### src/rtl/relocation_writeback_batcher_defines.svh
// ----------------------------------------------------------------------------
// Relocation writeback batcher assertion macros
// Shared property shorthands for the batcher's concurrent checks.
// ----------------------------------------------------------------------------
`ifndef RELOCATION_WRITEBACK_BATCHER_DEFINES_SVH
`define RELOCATION_WRITEBACK_BATCHER_DEFINES_SVH

// Same-cycle implication, sampled on clk and disabled in reset.
`define RWB_ASSERT_NOW(lbl, ante, cons, msg) \
  lbl: assert property (@(posedge clk) disable iff (!rst_n) (ante) |-> (cons)) else $error(msg);

// Next-cycle implication, sampled on clk and disabled in reset.
`define RWB_ASSERT_NEXT(lbl, ante, cons, msg) \
  lbl: assert property (@(posedge clk) disable iff (!rst_n) (ante) |=> (cons)) else $error(msg);

`endif

### src/rtl/rwb_pkg.sv
// ----------------------------------------------------------------------------
// Relocation writeback batcher package
// Word types, codes and sizing constants shared by the batcher modules.
// ----------------------------------------------------------------------------
package rwb_pkg;

  localparam int MAX_BATCH = 16;
  localparam int CNT_W     = $clog2(MAX_BATCH + 1);
  localparam int IDX_W     = (MAX_BATCH > 1) ? $clog2(MAX_BATCH) : 1;
  localparam int CAP_W     = 5;
  localparam int TMO_W     = 32;
  localparam int CLK_W     = 64;
  localparam int ID_W      = 32;
  localparam int PADDR_W   = 3;
  localparam int PDATA_W   = 32;

  localparam logic [1:0] MODE_RECORD  = 2'd0;
  localparam logic [1:0] MODE_COMMIT  = 2'd1;
  localparam logic [1:0] MODE_ADVANCE = 2'd2;
  localparam logic [1:0] MODE_SYNC    = 2'd3;

  localparam logic KIND_RELOC  = 1'b0;
  localparam logic KIND_COMMIT = 1'b1;

  localparam logic REG_CAPACITY = 1'b0;
  localparam logic REG_TIMEOUT  = 1'b1;

  typedef enum logic [1:0] {
    ST_IDLE,
    ST_AGE,
    ST_FLUSH,
    ST_COMMIT
  } state_t;

  typedef struct packed {
    logic [1:0]  mode;
    logic [7:0]  file_number;
    logic [31:0] chunk_number;
    logic [31:0] segment_number;
    logic [63:0] from_location;
    logic [63:0] to_location;
    logic [31:0] op_increment;
  } in_word_t;

  typedef struct packed {
    logic        record_kind;
    logic [31:0] transaction_number;
    logic [7:0]  out_file;
    logic [31:0] out_chunk;
    logic [31:0] out_segment;
    logic [63:0] out_from;
    logic [63:0] out_to;
    logic        last_of_batch;
  } out_word_t;

  typedef struct packed {
    logic [7:0]      file;
    logic [31:0]     chunk;
    logic [31:0]     segment;
    logic [63:0]     from_loc;
    logic [63:0]     to_loc;
    logic [ID_W-1:0] id;
  } entry_t;

  typedef struct packed {
    logic             en;
    logic [IDX_W-1:0] addr;
    entry_t           data;
  } st_wr_t;

  typedef struct packed {
    logic             en;
    logic [IDX_W-1:0] addr;
  } st_rd_t;

endpackage

### src/rtl/rwb_store.sv
// ----------------------------------------------------------------------------
// Relocation writeback batcher record store
// Pending-batch memory with one write port and one registered read port.
// ----------------------------------------------------------------------------
module rwb_store (
  input  logic            clk,
  input  rwb_pkg::st_wr_t wr,
  input  rwb_pkg::st_rd_t rd,
  output rwb_pkg::entry_t rd_data
);
  import rwb_pkg::*;

  entry_t mem [MAX_BATCH];
  entry_t rd_q_r;

  always_ff @(posedge clk) begin
    if (wr.en) begin
      mem[wr.addr] <= wr.data;
    end
  end

  always_ff @(posedge clk) begin
    if (rd.en) begin
      rd_q_r <= mem[rd.addr];
    end
  end

  assign rd_data = rd_q_r;

endmodule

### src/rtl/relocation_writeback_batcher.sv
// ----------------------------------------------------------------------------
// Relocation writeback batcher
// Stamps relocation records with transaction ids, holds them in a pending
// batch and writes the batch back on capacity, timeout or sync.
// ----------------------------------------------------------------------------
// A relocation word that does not fill the batch is taken while the block is
// idle and written straight into the record store. A commit word holds the
// block until its record can load, since the record waits until the output
// register and any batch records ahead of it have moved on. An advance word
// first adds to the operation clock, then compares the batch age with the
// timeout. A flush of n records drains the store through its single read
// port, one record per cycle while the sink accepts, and no new word is taken
// until the last record is read. The store needs no clearing after reset.
module relocation_writeback_batcher (
  input  logic                               clk,
  input  logic                               rst_n,
  input  logic                               in_valid,
  output logic                               in_ready,
  input  rwb_pkg::in_word_t                  in_word,
  output logic                               out_valid,
  input  logic                               out_ready,
  output rwb_pkg::out_word_t                 out_word,
  input  logic                               psel,
  input  logic                               penable,
  input  logic                               pwrite,
  input  logic [rwb_pkg::PADDR_W-1:0]        paddr,
  input  logic [rwb_pkg::PDATA_W-1:0]        pwdata,
  output logic [rwb_pkg::PDATA_W-1:0]        prdata,
  output logic                               pready
);
  import rwb_pkg::*;

  `include "relocation_writeback_batcher_defines.svh"

  state_t           state_r, state_nxt;
  logic [CAP_W-1:0] cap_r;
  logic [TMO_W-1:0] tmo_r;
  logic [CNT_W-1:0] pending_r;
  logic [CNT_W-1:0] flush_n_r;
  logic [IDX_W-1:0] rd_idx_r;
  logic [CLK_W-1:0] op_clock_r;
  logic [CLK_W-1:0] start_r;
  logic [ID_W-1:0]  next_id_r;
  logic             rd_v_r;
  logic             rd_last_r;
  logic [7:0]       cmt_file_r;
  logic [31:0]      cmt_chunk_r;
  logic [ID_W-1:0]  cmt_id_r;
  logic             out_valid_r;
  out_word_t        out_word_r;

  logic [CNT_W-1:0] cap_eff;
  logic [CNT_W-1:0] pend_inc;
  logic             batch_full;
  logic             in_acc;
  logic             store_rec;
  logic             timed_out;
  logic             out_free;
  logic             mv_rd;
  logic             ld_cmt;
  logic             issue;
  logic             issue_last;
  logic             flush_go;
  st_wr_t           st_wr;
  st_rd_t           st_rd;
  entry_t           st_q;

  // Configuration port.
  assign pready = 1'b1;
  assign prdata = (paddr[2] == REG_TIMEOUT) ? tmo_r : PDATA_W'(cap_r);

  always_ff @(posedge clk) begin
    if (!rst_n) begin
      cap_r <= CAP_W'(16);
      tmo_r <= TMO_W'(1024);
    end else if (psel && penable && pwrite && pready) begin
      if (paddr[2] == REG_CAPACITY) begin
        cap_r <= pwdata[CAP_W-1:0];
      end else begin
        tmo_r <= pwdata;
      end
    end
  end

  always_comb begin
    if (cap_r == '0) begin
      cap_eff = CNT_W'(1);
    end else if (32'(cap_r) > 32'(MAX_BATCH)) begin
      cap_eff = CNT_W'(MAX_BATCH);
    end else begin
      cap_eff = CNT_W'(cap_r);
    end
  end

  assign pend_inc   = pending_r + CNT_W'(1);
  assign batch_full = (pending_r == CNT_W'(MAX_BATCH));
  assign in_acc     = in_valid && in_ready;
  assign store_rec  = in_acc && (in_word.mode == MODE_RECORD) && !batch_full;
  assign timed_out  = (pending_r != '0) && ((op_clock_r - start_r) >= CLK_W'(tmo_r));
  assign issue_last = (CNT_W'(rd_idx_r) + CNT_W'(1)) == flush_n_r;

  // Next state.
  always_comb begin
    state_nxt = state_r;
    unique case (state_r)
      ST_IDLE: begin
        if (in_acc) begin
          unique case (in_word.mode)
            MODE_RECORD: begin
              if (batch_full || pend_inc >= cap_eff) begin
                state_nxt = ST_FLUSH;
              end
            end
            MODE_COMMIT:  state_nxt = ST_COMMIT;
            MODE_ADVANCE: state_nxt = ST_AGE;
            MODE_SYNC: begin
              if (pending_r != '0) begin
                state_nxt = ST_FLUSH;
              end
            end
            default: state_nxt = ST_IDLE;
          endcase
        end
      end
      ST_AGE: begin
        state_nxt = timed_out ? ST_FLUSH : ST_IDLE;
      end
      ST_FLUSH: begin
        if (issue && issue_last) begin
          state_nxt = ST_IDLE;
        end
      end
      ST_COMMIT: begin
        if (ld_cmt) begin
          state_nxt = ST_IDLE;
        end
      end
      default: state_nxt = ST_IDLE;
    endcase
  end

  // Control outputs.
  always_comb begin
    out_free = !out_valid_r || out_ready;
    mv_rd    = rd_v_r && out_free;
    in_ready = (state_r == ST_IDLE);
    issue    = (state_r == ST_FLUSH) && (!rd_v_r || mv_rd);
    ld_cmt   = (state_r == ST_COMMIT) && !rd_v_r && out_free;
    flush_go = (state_nxt == ST_FLUSH) && (state_r != ST_FLUSH);
  end

  always_comb begin
    st_wr.en            = store_rec;
    st_wr.addr          = pending_r[IDX_W-1:0];
    st_wr.data.file     = in_word.file_number;
    st_wr.data.chunk    = in_word.chunk_number;
    st_wr.data.segment  = in_word.segment_number;
    st_wr.data.from_loc = in_word.from_location;
    st_wr.data.to_loc   = in_word.to_location;
    st_wr.data.id       = next_id_r;
    st_rd.en            = issue;
    st_rd.addr          = rd_idx_r;
  end

  rwb_store u_store (
    .clk     (clk),
    .wr      (st_wr),
    .rd      (st_rd),
    .rd_data (st_q)
  );

  always_ff @(posedge clk) begin
    if (!rst_n) begin
      state_r     <= ST_IDLE;
      pending_r   <= '0;
      flush_n_r   <= '0;
      rd_idx_r    <= '0;
      op_clock_r  <= '0;
      start_r     <= '0;
      next_id_r   <= ID_W'(1);
      rd_v_r      <= 1'b0;
      rd_last_r   <= 1'b0;
      out_valid_r <= 1'b0;
    end else begin
      state_r <= state_nxt;
      if (store_rec || (in_acc && in_word.mode == MODE_COMMIT)) begin
        next_id_r <= next_id_r + ID_W'(1);
      end
      if (in_acc && in_word.mode == MODE_ADVANCE) begin
        op_clock_r <= op_clock_r + CLK_W'(in_word.op_increment);
      end
      if (flush_go) begin
        flush_n_r <= store_rec ? pend_inc : pending_r;
        pending_r <= '0;
        start_r   <= '0;
        rd_idx_r  <= '0;
      end else begin
        if (store_rec) begin
          pending_r <= pend_inc;
          if (pending_r == '0) begin
            start_r <= op_clock_r;
          end
        end
        if (issue) begin
          rd_idx_r <= rd_idx_r + IDX_W'(1);
        end
      end
      if (issue) begin
        rd_v_r    <= 1'b1;
        rd_last_r <= issue_last;
      end else if (mv_rd) begin
        rd_v_r <= 1'b0;
      end
      if (mv_rd || ld_cmt) begin
        out_valid_r <= 1'b1;
      end else if (out_ready) begin
        out_valid_r <= 1'b0;
      end
    end
  end

  always_ff @(posedge clk) begin
    if (in_acc && in_word.mode == MODE_COMMIT) begin
      cmt_file_r  <= in_word.file_number;
      cmt_chunk_r <= in_word.chunk_number;
      cmt_id_r    <= next_id_r;
    end
    if (mv_rd) begin
      out_word_r.record_kind        <= KIND_RELOC;
      out_word_r.transaction_number <= st_q.id;
      out_word_r.out_file           <= st_q.file;
      out_word_r.out_chunk          <= st_q.chunk;
      out_word_r.out_segment        <= st_q.segment;
      out_word_r.out_from           <= st_q.from_loc;
      out_word_r.out_to             <= st_q.to_loc;
      out_word_r.last_of_batch      <= rd_last_r;
    end else if (ld_cmt) begin
      out_word_r.record_kind        <= KIND_COMMIT;
      out_word_r.transaction_number <= cmt_id_r;
      out_word_r.out_file           <= cmt_file_r;
      out_word_r.out_chunk          <= cmt_chunk_r;
      out_word_r.out_segment        <= '0;
      out_word_r.out_from           <= '0;
      out_word_r.out_to             <= '0;
      out_word_r.last_of_batch      <= 1'b1;
    end
  end

  assign out_valid = out_valid_r;
  assign out_word  = out_word_r;

  `RWB_ASSERT_NOW(a_pending_bound, 1'b1, pending_r <= CNT_W'(MAX_BATCH), "pending count overflow")
  `RWB_ASSERT_NOW(a_flush_cleared, state_r == ST_FLUSH, pending_r == '0, "batch not cleared in flush")
  `RWB_ASSERT_NEXT(a_flush_ends, issue && issue_last, state_r != ST_FLUSH, "flush overran its count")
  `RWB_ASSERT_NOW(a_commit_last, out_valid_r && out_word_r.record_kind == KIND_COMMIT, out_word_r.last_of_batch, "commit record not marked last")

endmodule

### config.mk
export PLATFORM = sky130hd
export DESIGN_NAME = relocation_writeback_batcher
export DESIGN_NICKNAME = d
export VERILOG_FILES = /design/src/rtl/rwb_pkg.sv /design/src/rtl/rwb_store.sv /design/src/rtl/relocation_writeback_batcher.sv
export VERILOG_INCLUDE_DIRS = /design/src /design/src/rtl
export SDC_FILE = /design/constraint.sdc
export NUM_CORES = 2
export LEC_CHECK = 0
export BUFFER_PORTS_ARGS = -buffer_cell sky130_fd_sc_hd__buf_2
export CAP_MARGIN = 20
export CORE_AREA = 2 2 593 595
export CTS_CLUSTER_DIAMETER = 150
export DETAILED_ROUTE_END_ITERATION = 8
export DIE_AREA = 0 0 595 597
export GPL_ROUTABILITY_DRIVEN = 0
export GPL_TIMING_DRIVEN = 0
export MAX_ROUTING_LAYER = met4
export PLACE_DENSITY = 0.67
export SETUP_SLACK_MARGIN = 0.2
export SYNTH_ARGS = -nofsm -noshare
export SYNTH_HDL_FRONTEND = slang
export SYNTH_SLANG_ARGS = --single-unit
### constraint.sdc
create_clock -name clk -period 11.8 [get_ports clk]
set_clock_uncertainty 0.15 [all_clocks]
set_input_delay 1.18 -clock clk [delete_from_list [all_inputs] [get_ports clk]]
set_output_delay 1.18 -clock clk [all_outputs]
set_load 0.005 [all_outputs]
==> out/qor.txt <==
Vias in the first global route: 89.5k
First-pass iteration count of the detailed router: 6
CP Capture Type: flip-flop
CTS Buffer Depth: 4
Synth Instances: 8242
GRT overflow: 0
Yosys top cell area share: 0.735
WHS Endpoint: tmo_r[31]
Post-CTS resize count: 0
Hold_buf cts: 0
Flop2flop setup slack: 5.00 ns
Mapped Area: 174000 sq um
Hold_sp: pwdata[31]
Worst R2R Path Depth: 23
RSZ-0062 raised after global routing: no
MaxCap Viol Count: 0
Setup violators final: 0
Initial antenna violation count: 121
# H-tree levels: 5
Post-DP HPWL: 284000 microns
TritonCTS buffer count: 436
Setup TNS: 0 ns
Largest net degree at the start of global routing: 65
Chip Width: 595 microns
Critical path class: reg2reg
DRT iter0 DRCs: 11.3k
Routed via count: 89.4k
Fraction of layout cells with a size suffix above 1: 0.285
Hold Path Depth: 3
Syn avg cell area: 21.1 sq um
Crit Reg-Reg Startpoint: op_clock_r[0]
Asr flop ratio synth: 0
Synth cell types: 95
Register area share after synthesis: 0.760
Syn Nets: 8658
Arrival time worst endpoint: 7.49 ns
Slew HR: 0.218
Outcome: completed
Core Rows: 217
Global-route usage over all layers: 0.264
Clock Latency Late Sink: 0.98 ns
TritonCTS clock tree: done
Vert. Die Dim: 597 microns
Cell family with most CP delay: compound AO/OA/AOI/OAI gates
Post-CTS Setup Repair Bufs: 0
Ys flop type: edfxtp_1
Maximum operating frequency: 147 MHz
Worst path cell trace: inv_1 > ha_1 > inv_1 > fa_1 > a211oi_1 > o211ai_1 > a211oi_1 > o21bai_1 > a221oi_1 > xnor2_1 > ha_1 > nand3_1 > or3_1 > or2_2 > a311o_1 > o2111a_1 > and4b_1 > and4b_1 > and3_1 > buf_6 > o21ai_4 > buf_8 > nor2_2
Layout fillers: 25.1k
WL/cell: 31.7 microns
Critical path startpoint category: flip-flop
Core area: 349000 sq um
Most common cell after layout, fill and taps aside: edfxtp_1
Cell taking the most area after synthesis: edfxtp_1
Max-slew violations: 0
Post-synth EDFFs: 4249
Reg-to-reg endpoint: pending_r[0]
Via density: 6.17
Clock sinks: 4466
Critical Path RT: 12.49 ns
HP Class: in2reg
Final Hold Fails: 0
Worst Max-Slew Pin Slew: 1.17 ns
Synth warn: 0
Routed Antenna Nets: 0
Starting Density: 0.498
Max stage delay on crit path: 0.67 ns
Global-route wire length before repair: 648000 microns
Total wire length: 460000 microns
Port bufs: 539
Pleak: 64.4 nW
Final worst-path cycle share: 0.576
Number of remaining DRC errors: 0
PwrDens: 164 nW/um^2
Reg clk slew, reported paths: 0.06 ns
CP Max Fanout: 10
CP Buf/Inv Count: 4
Post-layout nets: 9867
I/O pin total: 545
Synth top area cells: edfxtp_1 74%, mux4_2 15%, dfxtp_1 2.5%
Worst Hold Slack: 0.291 ns
Most frequent cells in the layout: 4249 x edfxtp_1, 1145 x mux4_2, 551 x buf_2, 441 x clkbuf_16, 393 x nand2_1
Total die area: 355000 sq um
Tmin final: 6.80 ns
Register bit total from synthesis: 4466
Root Driver: clkbuf_16
Area delta synth->final: 15.9%
CP max-delay cell: a211oi_1
Peak supply drop: 0.146 mV
## layout make-up
| cell class | count | area [sq um] | share of cell area |
|---|---|---|---|
| well taps | 4599 | 5750 | 0.0286 |
| clock inverters | 269 | 2650 | 0.0132 |
| flip-flops and latches | 4466 | 132000 | 0.656 |
| multi-input cells | 3232 | 39400 | 0.196 |
| repair buffers | 771 | 7510 | 0.0373 |
| inverters | 130 | 495 | 0.00246 |
| plain buffers | 414 | 1820 | 0.00907 |
| clock buffers | 529 | 11400 | 0.0568 |
| diodes | 83 | 208 | 0.00103 |
## cells by family after synthesis
logic type	Yosys count	synth area share
adder cells (fa/ha/maj)	140	0.0102
buffers and inverters	544	0.0131
AND/OR/NAND/NOR	1077	0.0311
other	1	0.0000216
multiplexers	1248	0.155
flip-flops	4466	0.760
AO/OA/AOI/OAI	637	0.0239
XOR/XNOR	129	0.00651
## per-stage QoR
step	utilization	setup slack, ns	cell area (sq um)	instances	power [mW]
3_5_place_dp	0.534	5.13	186000	13600	19.6
6_report	0.577	5.00	201000	14500	33.1
4_1_cts	0.575	5.09	200000	14400	33.2
3_3_place_gp	0.522	-6.91	182000	13400	19.6
5_1_grt	0.577	4.72	201000	14500	34.0
2_1_floorplan	-	2.72	174000	8242	18.9
## report_power, final
| part | switching, mW | total, mW | internal (mW) |
|---|---|---|---|
| Sequential | 0.0569 | 17.5 | 17.4 |
| Clock | 5.96 | 13.7 | 7.78 |
| Combinational | 1.06 | 1.84 | 0.776 |
| Total | 7.08 | 33.1 | 26.0 |
## worst max path at each step
stage                             start      endpoint  slack [ns]  cells past startpoint
after floorplan                in_valid   start_r[54]        2.72                      8
after global placement         in_valid   start_r[62]       -6.91                      9
after detailed placement  op_clock_r[0]  pending_r[0]        5.13                     23
after CTS                 op_clock_r[0]   start_r[11]        5.09                     23
after global routing      op_clock_r[0]   start_r[11]        4.72                     23
final                     op_clock_r[0]  pending_r[0]        5.00                     23
## layer usage
metal | wire length (microns) | track usage | part of all wire | vias up
li1 | - | - | - | 36700
met1 | 178000 | 0.350 | 0.39 | 47300
met2 | 223000 | 0.417 | 0.49 | 4623
met3 | 44400 | 0.0562 | 0.096 | 782
met4 | 14600 | 0.0746 | 0.032 | 0
met5 | 0 | - | 0 | -
## synthesized netlist by cell type, types with 5 or more instances
master / number
or3_1: 21
nand4_1: 54
xnor2_1: 68
a211oi_1: 33
and3_1: 186
nand3_1: 53
o21a_1: 21
nor2_2: 8
and4_1: 12
a21o_1: 51
or4_1: 6
a21oi_2: 66
buf_6: 12
o211ai_1: 24
o21ai_1: 9
o21bai_1: 17
ha_1: 138
clkbuf_1: 277
a31oi_1: 15
nand2_1: 393
a211o_1: 6
nor4_1: 13
mux2i_1: 25
buf_2: 12
mux2_2: 78
buf_1: 93
nand2b_1: 19
xor2_1: 61
edfxtp_1: 4249
o22ai_1: 5
o31ai_1: 9
nor3_1: 46
dfxtp_1: 217
buf_8: 7
inv_1: 129
nor2_1: 154
o21ai_0: 96
nor3b_1: 5
and2_1: 54
a21oi_1: 227
nor2b_1: 22
mux4_2: 1145
buf_4: 9
## state kept, by name, summed over array words and instances, names as in the netlist, 5 cells and up
name / cells
flush_n_r: 5
cmt_chunk_r: 32
tmo_r: 32
pending_r: 5
cmt_file_r: 8
cmt_id_r: 32
next_id_r: 32
out_word: 234
op_clock_r: 64
u_store.mem: 3712
cap_r: 5
u_store.rd_data: 232
start_r: 64
## tightest hold or removal path, cell delays in order
cell and delay, ns:
buf_2 0.09, nand2_1 0.05, a21oi_1 0.05
Power figures use the tool's default switching activity.
